**src/sv/acs_pkg.sv**
```systemverilog
package acs_pkg;

  // default geometry
  localparam int CHANNELS_DEF      = 64;
  localparam int MODULE_OFFSET_DEF = 32;
  localparam int SAMPLE_BITS_DEF   = 12;
  localparam int FRAC_BITS_DEF     = 8;

  // fixed field widths
  localparam int SAMPLE_CH_W = 6;
  localparam int READ_CH_W   = 8;
  localparam int ID_W        = 9;   // holds channel + offset and the channel count
  localparam int CNT_W       = 32;
  localparam int SHIFT_W     = 3;
  localparam logic [SHIFT_W-1:0] SHIFT_RESET = 3'd3;

  // register port
  localparam int APB_AW    = 3;
  localparam int APB_DW    = 32;
  localparam int REG_IDX_W = 1;
  localparam logic [REG_IDX_W-1:0] REG_FILTER_SHIFT = 1'b0;

  // request codes
  typedef enum logic [1:0] {
    REQ_SAMPLE = 2'd0,
    REQ_READ   = 2'd1,
    REQ_EOC    = 2'd2
  } req_type_t;

endpackage

```
**src/sv/acs_ifs.sv**
```systemverilog
// request channel: sample, read or end-of-conversion
interface acs_req_if import acs_pkg::*; #(
  parameter int SAMPLE_BITS = SAMPLE_BITS_DEF
) ();
  logic                   valid;
  logic                   ready;
  logic [1:0]             req_type;
  logic                   adc_module;
  logic [SAMPLE_CH_W-1:0] sample_channel;
  logic [SAMPLE_BITS-1:0] sample_value;
  logic [READ_CH_W-1:0]   read_channel;

  modport source (output valid, req_type, adc_module, sample_channel, sample_value,
                  read_channel, input ready);
  modport sink   (input valid, req_type, adc_module, sample_channel, sample_value,
                  read_channel, output ready);
endinterface

// result channel: answers to read requests
interface acs_rsp_if import acs_pkg::*; #(
  parameter int SAMPLE_BITS = SAMPLE_BITS_DEF,
  parameter int FRAC_BITS   = FRAC_BITS_DEF
) ();
  logic                             valid;
  logic                             ready;
  logic [SAMPLE_BITS-1:0]           raw_value;
  logic [SAMPLE_BITS+FRAC_BITS-1:0] filtered_value;
  logic                             new_flag;
  logic [CNT_W-1:0]                 conversion_count;
  logic                             range_error;

  modport source (output valid, raw_value, filtered_value, new_flag, conversion_count,
                  range_error, input ready);
  modport sink   (input valid, raw_value, filtered_value, new_flag, conversion_count,
                  range_error, output ready);
endinterface

```
**src/sv/acs_ram.sv**
```systemverilog
module acs_ram #(
  parameter int WIDTH = 32,
  parameter int DEPTH = 64
) (
  input  logic                     clk,
  input  logic                     we,
  input  logic [$clog2(DEPTH)-1:0] waddr,
  input  logic [WIDTH-1:0]         wdata,
  input  logic                     re,
  input  logic [$clog2(DEPTH)-1:0] raddr,
  output logic [WIDTH-1:0]         rdata
);

  logic [WIDTH-1:0] mem [DEPTH];

  // one write port, one registered read port (old data on collision)
  always_ff @(posedge clk) begin
    if (we) begin
      mem[waddr] <= wdata;
    end
    if (re) begin
      rdata <= mem[raddr];
    end
  end

endmodule

```
**src/sv/acs_apb_regs.sv**
```systemverilog
module acs_apb_regs import acs_pkg::*; (
  input  logic               clk,
  input  logic               rst,
  input  logic               psel,
  input  logic               penable,
  input  logic               pwrite,
  input  logic [APB_AW-1:0]  paddr,
  input  logic [APB_DW-1:0]  pwdata,
  output logic [APB_DW-1:0]  prdata,
  output logic               pready,
  output logic [SHIFT_W-1:0] filter_shift
);

  logic [REG_IDX_W-1:0] reg_idx;
  logic                 wr_en;

  assign reg_idx = paddr[APB_AW-1:2];
  assign wr_en   = psel && penable && pwrite;
  assign pready  = 1'b1;

  // register write
  always_ff @(posedge clk) begin
    if (rst) begin
      filter_shift <= SHIFT_RESET;
    end else if (wr_en && reg_idx == REG_FILTER_SHIFT) begin
      filter_shift <= pwdata[SHIFT_W-1:0];
    end
  end

  // read mux
  always_comb begin
    prdata = '0;
    unique case (reg_idx)
      REG_FILTER_SHIFT: prdata = APB_DW'(filter_shift);
      default:          prdata = '0;
    endcase
  end

endmodule

```
**src/sv/acs_ema.sv**
```systemverilog
module acs_ema import acs_pkg::*; #(
  parameter int SAMPLE_BITS = SAMPLE_BITS_DEF,
  parameter int FRAC_BITS   = FRAC_BITS_DEF
) (
  input  logic [SAMPLE_BITS+FRAC_BITS-1:0] f_old,
  input  logic [SAMPLE_BITS-1:0]           x,
  input  logic [SHIFT_W-1:0]               shift,
  output logic [SAMPLE_BITS+FRAC_BITS-1:0] f_new
);

  localparam int FW = SAMPLE_BITS + FRAC_BITS;

  logic [FW-1:0]        target;
  logic signed [FW:0]   diff;
  logic signed [FW:0]   step;

  // f += (target - f) >>> shift; the step rounds toward minus infinity
  assign target = {x, {FRAC_BITS{1'b0}}};
  assign diff   = $signed({1'b0, target}) - $signed({1'b0, f_old});
  assign step   = diff >>> shift;
  assign f_new  = f_old + step[FW-1:0];

endmodule

```
**src/sv/adc_channel_ema_store.sv**
```systemverilog
// Per-channel ADC result store with an exponential moving average filter.
// Requests come in on req (valid/ready): a sample writes the raw value and
// updates the filter of channel sample_channel (+MODULE_OFFSET for converter
// 1), an end-of-conversion bumps a 32-bit wrapping counter, and a read
// returns raw value, Q.FRAC_BITS filtered value, new flag and counter on rsp.
// Reads above the last channel return zero data with range_error set.
// Samples to a channel past the store are dropped.
// A read request passes the store's registered read and the filter stage,
// then the result register. Throughput is one request per cycle while
// req.ready is high, including back-to-back samples to the same channel,
// which are forwarded around the store's write. The filter weight register
// (filter_shift, APB address 0) must be written only while no request is
// in flight; the block does not enforce this. Reset clears all new flags
// (an unflagged channel reads as zero), the counter, and sets filter_shift
// to 3; no clearing pass runs, requests are taken from the first cycle after
// reset. When rsp stalls with a result pending, a read in the filter stage
// waits and req.ready drops for all requests; only a read stalls there.
module adc_channel_ema_store import acs_pkg::*; #(
  parameter int CHANNELS      = CHANNELS_DEF,
  parameter int MODULE_OFFSET = MODULE_OFFSET_DEF,
  parameter int SAMPLE_BITS   = SAMPLE_BITS_DEF,
  parameter int FRAC_BITS     = FRAC_BITS_DEF
) (
  input  logic              clk,
  input  logic              rst,
  acs_req_if.sink           req,
  acs_rsp_if.source         rsp,
  input  logic              psel,
  input  logic              penable,
  input  logic              pwrite,
  input  logic [APB_AW-1:0] paddr,
  input  logic [APB_DW-1:0] pwdata,
  output logic [APB_DW-1:0] prdata,
  output logic              pready
);

  localparam int FW = SAMPLE_BITS + FRAC_BITS;
  localparam int AW = $clog2(CHANNELS);
  localparam int EW = SAMPLE_BITS + FW;

  logic [SHIFT_W-1:0] filter_shift;

  acs_apb_regs u_regs (
    .clk          (clk),
    .rst          (rst),
    .psel         (psel),
    .penable      (penable),
    .pwrite       (pwrite),
    .paddr        (paddr),
    .pwdata       (pwdata),
    .prdata       (prdata),
    .pready       (pready),
    .filter_shift (filter_shift)
  );

  // ---------------- request decode and store read ----------------
  logic            accept;
  logic [ID_W-1:0] sample_id;
  logic [ID_W-1:0] sel_id;
  logic            sel_in_range;

  assign accept    = req.valid && req.ready;
  assign sample_id = ID_W'(req.sample_channel)
                   + (req.adc_module ? ID_W'(MODULE_OFFSET) : ID_W'(0));
  assign sel_id    = (req.req_type == REQ_READ) ? ID_W'(req.read_channel) : sample_id;
  assign sel_in_range = sel_id < ID_W'(CHANNELS);

  // filter stage registers
  logic                   s1_valid;
  logic [1:0]             s1_type;
  logic [AW-1:0]          s1_addr;
  logic                   s1_in_range;
  logic [SAMPLE_BITS-1:0] s1_sample;
  logic                   s1_adv;
  logic                   s1_write;

  logic [EW-1:0]          ram_rdata;
  logic [EW-1:0]          ram_wdata;

  // forward of the last write, which the store read could not see yet
  logic                   wr_valid_q;
  logic [AW-1:0]          wr_addr_q;
  logic [EW-1:0]          wr_data_q;

  logic [CHANNELS-1:0]    new_flags;
  logic [CNT_W-1:0]       conversion_cnt;

  acs_ram #(
    .WIDTH (EW),
    .DEPTH (CHANNELS)
  ) u_store (
    .clk   (clk),
    .we    (s1_write),
    .waddr (s1_addr),
    .wdata (ram_wdata),
    .re    (accept),
    .raddr (sel_id[AW-1:0]),
    .rdata (ram_rdata)
  );

  // ---------------- filter stage ----------------
  logic [EW-1:0]          entry;
  logic                   entry_flag;
  logic [SAMPLE_BITS-1:0] old_raw;
  logic [FW-1:0]          old_filt;
  logic [FW-1:0]          new_filt;

  assign entry_flag = new_flags[s1_addr];

  // pick forwarded data, and treat never-written channels as zero
  always_comb begin
    entry = ram_rdata;
    if (wr_valid_q && wr_addr_q == s1_addr) begin
      entry = wr_data_q;
    end
    if (!entry_flag) begin
      entry = '0;
    end
  end

  assign old_raw  = entry[EW-1:FW];
  assign old_filt = entry[FW-1:0];

  acs_ema #(
    .SAMPLE_BITS (SAMPLE_BITS),
    .FRAC_BITS   (FRAC_BITS)
  ) u_ema (
    .f_old (old_filt),
    .x     (s1_sample),
    .shift (filter_shift),
    .f_new (new_filt)
  );

  assign ram_wdata = {s1_sample, new_filt};
  assign s1_write  = s1_valid && s1_type == REQ_SAMPLE && s1_in_range;
  // only a read waits, and only on a full, stalled result register
  assign s1_adv    = !(s1_valid && s1_type == REQ_READ && rsp.valid && !rsp.ready);
  assign req.ready = s1_adv;

  // stage control
  always_ff @(posedge clk) begin
    if (rst) begin
      s1_valid   <= 1'b0;
      wr_valid_q <= 1'b0;
    end else if (s1_adv) begin
      s1_valid   <= accept;
      wr_valid_q <= s1_write;
    end
  end

  // stage payload
  always_ff @(posedge clk) begin
    if (accept) begin
      s1_type     <= req.req_type;
      s1_addr     <= sel_id[AW-1:0];
      s1_in_range <= sel_in_range;
      s1_sample   <= req.sample_value;
    end
    if (s1_adv) begin
      wr_addr_q <= s1_addr;
      wr_data_q <= ram_wdata;
    end
  end

  // new flags and event counter
  always_ff @(posedge clk) begin
    if (rst) begin
      new_flags      <= '0;
      conversion_cnt <= '0;
    end else begin
      if (s1_write) begin
        new_flags[s1_addr] <= 1'b1;
      end
      if (s1_valid && s1_type == REQ_EOC) begin
        conversion_cnt <= conversion_cnt + CNT_W'(1);
      end
    end
  end

  // ---------------- result register ----------------
  logic load_rsp;

  assign load_rsp = s1_valid && s1_type == REQ_READ && s1_adv;

  always_ff @(posedge clk) begin
    if (rst) begin
      rsp.valid <= 1'b0;
    end else if (load_rsp) begin
      rsp.valid <= 1'b1;
    end else if (rsp.ready) begin
      rsp.valid <= 1'b0;
    end
  end

  always_ff @(posedge clk) begin
    if (load_rsp) begin
      rsp.raw_value        <= s1_in_range ? old_raw : '0;
      rsp.filtered_value   <= s1_in_range ? old_filt : '0;
      rsp.new_flag         <= s1_in_range && entry_flag;
      rsp.conversion_count <= conversion_cnt;
      rsp.range_error      <= !s1_in_range;
    end
  end

  // ---------------- checks ----------------
  a_range_zero: assert property (@(posedge clk) disable iff (rst)
    (rsp.valid && rsp.range_error) |->
      (rsp.raw_value == '0 && rsp.filtered_value == '0 && !rsp.new_flag))
    else $error("range error result carries data");

  a_flag_set: assert property (@(posedge clk) disable iff (rst)
    s1_write |=> new_flags[$past(s1_addr)])
    else $error("new flag not set after sample write");

  a_cnt_step: assert property (@(posedge clk) disable iff (rst)
    (s1_valid && s1_type == REQ_EOC) |=>
      (conversion_cnt == $past(conversion_cnt) + CNT_W'(1)))
    else $error("conversion counter missed an event");

  a_stall_hold: assert property (@(posedge clk) disable iff (rst)
    (s1_valid && !s1_adv) |=> (s1_valid && $stable(s1_addr) && $stable(ram_rdata)))
    else $error("stalled read lost its store data");

endmodule
```
**src/flat_wrapper.sv**
```systemverilog
// flat-port wrapper written by rule: the top's interface ports become plain ports
module adc_channel_ema_store_flat import acs_pkg::*;
#(
  parameter int CHANNELS      = CHANNELS_DEF,
  parameter int MODULE_OFFSET = MODULE_OFFSET_DEF,
  parameter int SAMPLE_BITS   = SAMPLE_BITS_DEF,
  parameter int FRAC_BITS     = FRAC_BITS_DEF
)
  (clk, rst, psel, penable, pwrite, paddr, pwdata, prdata, pready, req_valid, req_req_type, req_adc_module, req_sample_channel, req_sample_value, req_read_channel, req_ready, rsp_valid, rsp_raw_value, rsp_filtered_value, rsp_new_flag, rsp_conversion_count, rsp_range_error, rsp_ready);
  acs_req_if #(.SAMPLE_BITS(SAMPLE_BITS)) req_i ();
  acs_rsp_if #(.SAMPLE_BITS(SAMPLE_BITS), .FRAC_BITS(FRAC_BITS)) rsp_i ();
  input  logic clk;
  input  logic rst;
  input  logic psel;
  input  logic penable;
  input  logic pwrite;
  input  logic [APB_AW-1:0] paddr;
  input  logic [APB_DW-1:0] pwdata;
  output logic [APB_DW-1:0] prdata;
  output logic pready;
  input wire logic [$bits(req_i.valid)-1:0] req_valid;
  input wire logic [$bits(req_i.req_type)-1:0] req_req_type;
  input wire logic [$bits(req_i.adc_module)-1:0] req_adc_module;
  input wire logic [$bits(req_i.sample_channel)-1:0] req_sample_channel;
  input wire logic [$bits(req_i.sample_value)-1:0] req_sample_value;
  input wire logic [$bits(req_i.read_channel)-1:0] req_read_channel;
  output wire logic [$bits(req_i.ready)-1:0] req_ready;
  output wire logic [$bits(rsp_i.valid)-1:0] rsp_valid;
  output wire logic [$bits(rsp_i.raw_value)-1:0] rsp_raw_value;
  output wire logic [$bits(rsp_i.filtered_value)-1:0] rsp_filtered_value;
  output wire logic [$bits(rsp_i.new_flag)-1:0] rsp_new_flag;
  output wire logic [$bits(rsp_i.conversion_count)-1:0] rsp_conversion_count;
  output wire logic [$bits(rsp_i.range_error)-1:0] rsp_range_error;
  input wire logic [$bits(rsp_i.ready)-1:0] rsp_ready;
  assign req_i.valid = req_valid;
  assign req_i.req_type = req_req_type;
  assign req_i.adc_module = req_adc_module;
  assign req_i.sample_channel = req_sample_channel;
  assign req_i.sample_value = req_sample_value;
  assign req_i.read_channel = req_read_channel;
  assign req_ready = req_i.ready;
  assign rsp_valid = rsp_i.valid;
  assign rsp_raw_value = rsp_i.raw_value;
  assign rsp_filtered_value = rsp_i.filtered_value;
  assign rsp_new_flag = rsp_i.new_flag;
  assign rsp_conversion_count = rsp_i.conversion_count;
  assign rsp_range_error = rsp_i.range_error;
  assign rsp_i.ready = rsp_ready;
  adc_channel_ema_store #(.CHANNELS(CHANNELS), .MODULE_OFFSET(MODULE_OFFSET), .SAMPLE_BITS(SAMPLE_BITS), .FRAC_BITS(FRAC_BITS)) u_core (.clk(clk), .rst(rst), .req(req_i), .rsp(rsp_i), .psel(psel), .penable(penable), .pwrite(pwrite), .paddr(paddr), .pwdata(pwdata), .prdata(prdata), .pready(pready));
endmodule
```
**config.mk**
```make
export PLATFORM = sky130hd
export DESIGN_NAME = adc_channel_ema_store_flat
export DESIGN_NICKNAME = d
export VERILOG_FILES = /design/src/sv/acs_pkg.sv /design/src/sv/acs_ifs.sv /design/src/sv/acs_ram.sv /design/src/sv/acs_apb_regs.sv /design/src/sv/acs_ema.sv /design/src/sv/adc_channel_ema_store.sv /design/src/flat_wrapper.sv
export SDC_FILE = /design/constraint.sdc
export NUM_CORES = 2
export LEC_CHECK = 0
export ABC_AREA = 0
export BUFFER_PORTS_ARGS = -buffer_cell sky130_fd_sc_hd__buf_4
export CORE_ASPECT_RATIO = 0.7
export CORE_MARGIN = 2
export CORE_UTILIZATION = 55
export CTS_CLUSTER_DIAMETER = 50
export DETAILED_ROUTE_END_ITERATION = 7
export PLACE_DENSITY = 0.74
export SYNTH_ARGS = -nofsm -noshare
export SYNTH_HDL_FRONTEND = slang
export SYNTH_HIERARCHICAL = 1
export SYNTH_SLANG_ARGS = --single-unit
```
**constraint.sdc**
```tcl
create_clock -name clk -period 7.76 [get_ports clk]
set_input_delay 0.776 -clock clk [delete_from_list [all_inputs] [get_ports clk]]
set_output_delay 0.776 -clock clk [all_outputs]
set_load 0.02 [all_outputs]
```
Word-level counts from Yosys, hierarchy flattened:

Memories as Yosys holds them, arrays and structs flattened. A register that Yosys moved wholly into a read port is not among the register bits.
Cells that the tools add are included.

* bits in registers: 227
* RAM bits: 2048
* input port bits: 71
* output and inout port bits: 101
* memories: 1

* add/subtract/negate cells: 4
* $lt $le $gt $ge: 3
* eq/ne operators: 4
* shifts and indexed selects: 1
* mux-type cells: 13
* bitwise logic cells: 2
* reductions and logical operators: 20

Memory list
* u_core.u_store.mem: words 64, width 32, rd ports 1, clocked after memory_dff 1, write ports 1, line acs_ram.sv:14 `logic [WIDTH-1:0] mem [DEPTH];`

Operator list (count)
* OR 64 bit: 1
* adder 32 x 1 -> 32 bit, second input constant: 1
* two-way mux 32 bit: 1
* >>> shifter 21 x 3 -> 20 bit: 1
* subtractor 20 x 20 -> 21 bit: 1
* adder 20 bit: 1
* two-way mux 20 bit: 1
* logical AND 1 bit: 14
* adder 6 x 9 -> 9 bit: 1
* < comparator 9 x 7 -> 1 bit, second input constant: 1
* two-way mux 9 bit: 1
* < comparator 6 x 7 -> 1 bit, second input constant: 1
* binary-select mux 1 bit (select 6 bit): 1
* demux 1 bit (select 6 bit): 1
* equality test 6 bit: 1
* greater-or-equal comparator 6 x 1 -> 1 bit, second input constant: 1
* two-way mux 1 bit: 6
* two-way mux 6 bit: 1
* equality test 2 x 1 -> 1 bit, second input constant: 2
* logical NOT 1 bit: 3
* two-way mux 3 bit: 1
* equality test 2 bit, second input constant: 1
* logical NOT 2 bit: 1
* AND reduction 2 bit: 1
* other kinds (2): 2

Longest topological paths before layout:

* depth in word-level cells: 7
* gate-level depth with buffers: 27

Hierarchy:

The synthesis kept the hierarchy.

By module, submodules not included
* acs_ram: times used 1, cells each 3324, area an instance 78835.6 um^2
* adc_channel_ema_store: times used 1, cells each 757, area an instance 9156.3 um^2
* acs_ema: times used 1, cells each 334, area an instance 2457.4 um^2
* acs_apb_regs: times used 1, cells each 49, area an instance 391.6 um^2

Worst setup path after synthesis:

OpenSTA, ideal clock, no wires.

* kind: reg2reg
* start: reg u_core.s1_addr[0]
* end: mem u_core.u_store.mem[0][19], data pin
* setup time: 573 ps
* arrival time: 7013 ps
* required time: 7187 ps
* setup slack: 174 ps
* cell stages (with the launch flop): 25
* buffers on the path: 2
* cell sequence: edfxtp_1 buf_2 or3b_2 a21oi_1 o311ai_0 a2bb2oi_4 buf_6 a31oi_1 inv_1 ha_1 and4b_1 nand4_1 a32oi_1 a211oi_2 xnor2_1 mux2_2 mux4_2 ha_1 and2_1 nand4_1 nand2_1 a41oi_1 a21oi_1 a31oi_1 xnor2_1

* longest elaborated chain between the ends: 7

Ends and longest elaborated chain
* start: declaration: line adc_channel_ema_store.sv:71 `logic [AW-1:0] s1_addr;`
* start signal: assignment: line adc_channel_ema_store.sv:155 `s1_addr <= sel_id[AW-1:0];`
* parallel branches: the longest is 3 deep, another holds binary-select mux 1 bit (select 6 bit)
* two-way mux 20 bit (*): line adc_channel_ema_store.sv:116 `if (!entry_flag) begin`
* via u_core.entry[10]: line adc_channel_ema_store.sv:102 `logic [EW-1:0] entry;`
* subtractor 20 x 20 -> 21 bit: line acs_ema.sv:19 `assign diff = $signed({1'b0, target}) - $signed({1'b0, f_old});`
* >>> shifter 21 x 3 -> 20 bit: line acs_ema.sv:20 `assign step = diff >>> shift;`
* adder 20 bit (*): line acs_ema.sv:21 `assign f_new = f_old + step[FW-1:0];`
* via u_core.new_filt[19]: line adc_channel_ema_store.sv:106 `logic [FW-1:0] new_filt;`
* end: declaration: line acs_ram.sv:14

Mark *: on every way through the listed nets, which the timed path passes. The select of a mux whose other input is x is not followed.

Final worst setup path:

* start: reg u_core.s1_addr[0]
* end: mem u_core.u_store.mem[9][15], data pin

Same word-level chain as after synthesis.

==> impl_results.md <==
- Status: complete, no violations
- DRT Pass-1 Iters: 8
- Final worst path period need: 7270 ps
- Yosys warns: 6
- Mapped cell area: 90800 µm²
- Setup Viol. Count Final: 0
- Core ar.: about 160000 µm²
- Starting Density: 55.5%
- Most frequent cells after synthesis: edfxtp_1 (2205), mux4_2 (554), nor2_1 (260), a21oi_1 (166), mux2i_1 (162)
- Startpoint type of the worst setup path: flip-flop
- Peak supply drop: 0.283 mV
- Clock slew at reported path FFs: 60 ps
- Clk_lat worst skew: 840 ps
- Starting DRT DRC Count: 6648
- Ys flop type: edfxtp_1
- Clock Tree Buf Depth: 3
- TritonCTS Buffers: 197
- # fillers: 10827
- Worst-path fanout max: 40
- Netlist cell types: 86
- Setup TNS: 0 ps
- DRC: 0
- Register area share after synthesis: around 75%
- Std-Cell Rows: 124
- Gate Count Post-Synth: about 4500
- Top-count cell post-synth: edfxtp_1
- Fmax: 138 MHz
- Die area: 168000 µm²
- DP Cell Count: between 6000 and 7000
- Final worst slack: 491 ps
- Dpl ws: 210 ps
- Fin. max-slew vios: 0
- Top post-synthesis cells by area: edfxtp_1 (73%), mux4_2 (14%), dfxtp_1 (2.2%)
- Top-Level Pins: around 170
- Largest net degree at the start of global routing: 106
- EDFF count, synth: 2205
- Detailed Route WL: about 230000 µm
- Kind of end point of the critical path: flip-flop
- HPWL Detailed: 124000 µm
- Final hold vios: 0
- Core Util, Final: 62.2%
- Cell Pwr Density: 275 nW/µm²
- CTS HTree Levels: 4
- Vias in the first global route: 45996
- First-pass GRT wire length: ~330000 µm
- Worst-margin pin slew: 1420 ps
- DIE WIDTH: slightly below 500 µm
- Antenna Nets Post-Route: 0
- Die H: 344 µm
- Final std cells w/o fill: 7089
- Max_slew headroom: 5.10%
- Share of layout cells above drive strength 1: 25.9%
- CP Data Arrival Time: 7880 ps
- Vias: roughly 47000
- Total congestion overflow after global routing: 0
- Initial antenna violation count: 8
- Crit Path Class: reg -> reg
- GRT Resource Usage Total: between 20% and 30%
- Max-cap violations: 0
- #FFs+latches synth: between 2000 and 2500
- Root Buffer: clkbuf_16
- Average vias per placed instance: around 6.6
- Clk sinks: about 2300
- Port buffer count: 110
- Wire per inst: 32.3 µm
- HP Class: in -> reg
- Pleak: ~32 nW
- Synth async-reset ratio: 0%
- Avg Cell Area, Syn: 20.3 µm²
- Required time at the worst-slack endpoint: around 8400 ps
- Post-synth top area share: 72.9%
- CTS tree: built
- Area grow syn2layout: 12.0%
- Placer Congestion: 0.865
- RSZ-0062 raised after global routing: no
- Clock skew: 33.8 ps
- Tcrit/Tclk final: 93.7%
- # nets final: between 4000 and 5000
- Synth area leader: edfxtp_1
[sequential cells by signal, summed over array words and instances, names as in the netlist, 12 cells and up]
signal,flops
u_core/rsp.raw_value,12
u_core/rsp.filtered_value,20
u_core/conversion_cnt,32
u_core/wr_data_q,32
u_core/new_flags,64
u_core/rsp.conversion_count,32
u_core/s1_sample,12
u_core/u_store/mem,2048
u_core/u_store/rdata,32
[worst max-delay path, stage by stage (launching register included)]
cell and delay, ps:
edfxtp_1 740, buf_4 240, xnor2_1 110, nand4_1 160, nor4_4 300, buf_12 260, buf_4 300, mux2i_1 150
a31oi_1 390, inv_1 90, ha_1 270, buf_4 170, nand2_1 140, o22ai_1 110, a22o_1 210, a31oi_1 290
mux2i_1 150, mux2i_1 310, ha_1 310, a211o_1 310, a21oi_1 200, o21ai_0 180, a21o_1 200, a41oi_1 310
nand2b_1 150, a31oi_1 290, xnor2_2 310, buf_8 330
[area by class of cell]
cell class              count  area (µm²)  area share (%)
flip-flops and latches   2307       68300            67.1
repair buffers            318        2660            2.61
clock inverters            85         787           0.773
inverters                  41         154           0.151
well taps                2205        2760            2.71
clock buffers             266        5290            5.20
diodes                      3        7.51         0.00738
multi-input cells        1864       21800            21.5
[path summary, 6_finish.rpt]
path | slack [ps] | from | endpoint | cells after the start
worst max-delay path | 490 | u_core/s1_addr[0] | u_core/u_store/mem[9][15] | 27
worst min register to register | 460 | u_core/conversion_cnt[31] | u_core/rsp.conversion_count[31] | 0
worst min-delay path | 120 | req_sample_value[5] | u_core/s1_sample[5] | 1
worst max register to register | 490 | u_core/s1_addr[0] | u_core/u_store/mem[9][15] | 27
[report_power, final]
group / internal [W] / switching, W / total, W
Clock: 0.00520 / 0.00433 / 0.00954
Sequential: 0.0149 / 0.0000430 / 0.0149
Combinational: 0.00101 / 0.00257 / 0.00358
[stage by stage]
stage,total power (W),hold slack (ps),area (µm²)
floorplan,0.0171,417,90900
global placement,0.0185,441,95600
detailed placement,0.0187,452,95600
CTS,0.0281,53.6,102000
global route,0.0288,87.5,102000
finish,0.0280,116,102000
[layer usage]
metal  part of all wire (%)  global-route usage [%]
met4                    2.6                    7.50
met2                     46                    41.5
met1                     38                    39.4
met3                     13                    8.03
met5                 0.0066                       0
[layout by cell type (no fill, tap or decap), drive strengths merged, types with 11 or more instances in the layout]
cell type and instances:
mux2i 162, clkbuf 266, or3 24, clkinv 66
buf 318, a211oi 13, xnor2 37, a21oi 168
edfxtp 2205, o21ai 38, and3 11, dfxtp 102
a31oi 31, nand4 15, nor2b 25, nand3b 11
nand2 63, conb 30, nand3 26, nor2 260
nor3 35, xor2 16, ha 35, mux4 554
nand2b 17, a22oi 12, bufinv 13, o22ai 90
mux2 15, o221ai 28, a311oi 42, inv 47
[cells by family (layout without fill, tap and decap cells)]
family	count (synthesis)	in the layout	synth area share (%)
mux	731	731	15.7
other cells	2	33	0.00827
compound gates	479	479	3.47
flops	2307	2307	75.1
xor+xnor	53	53	0.511
simple gates	535	535	2.88
fa+ha+maj	36	36	0.504
buf+inv	321	710	1.78
[timing repair]
item	in CTS	in global routing
hold buffers	0	0
setup buffers	0	5
gates resized for setup	0	9
endpoints found under the setup margin	0	270
(Power assumes the default switching activity.)
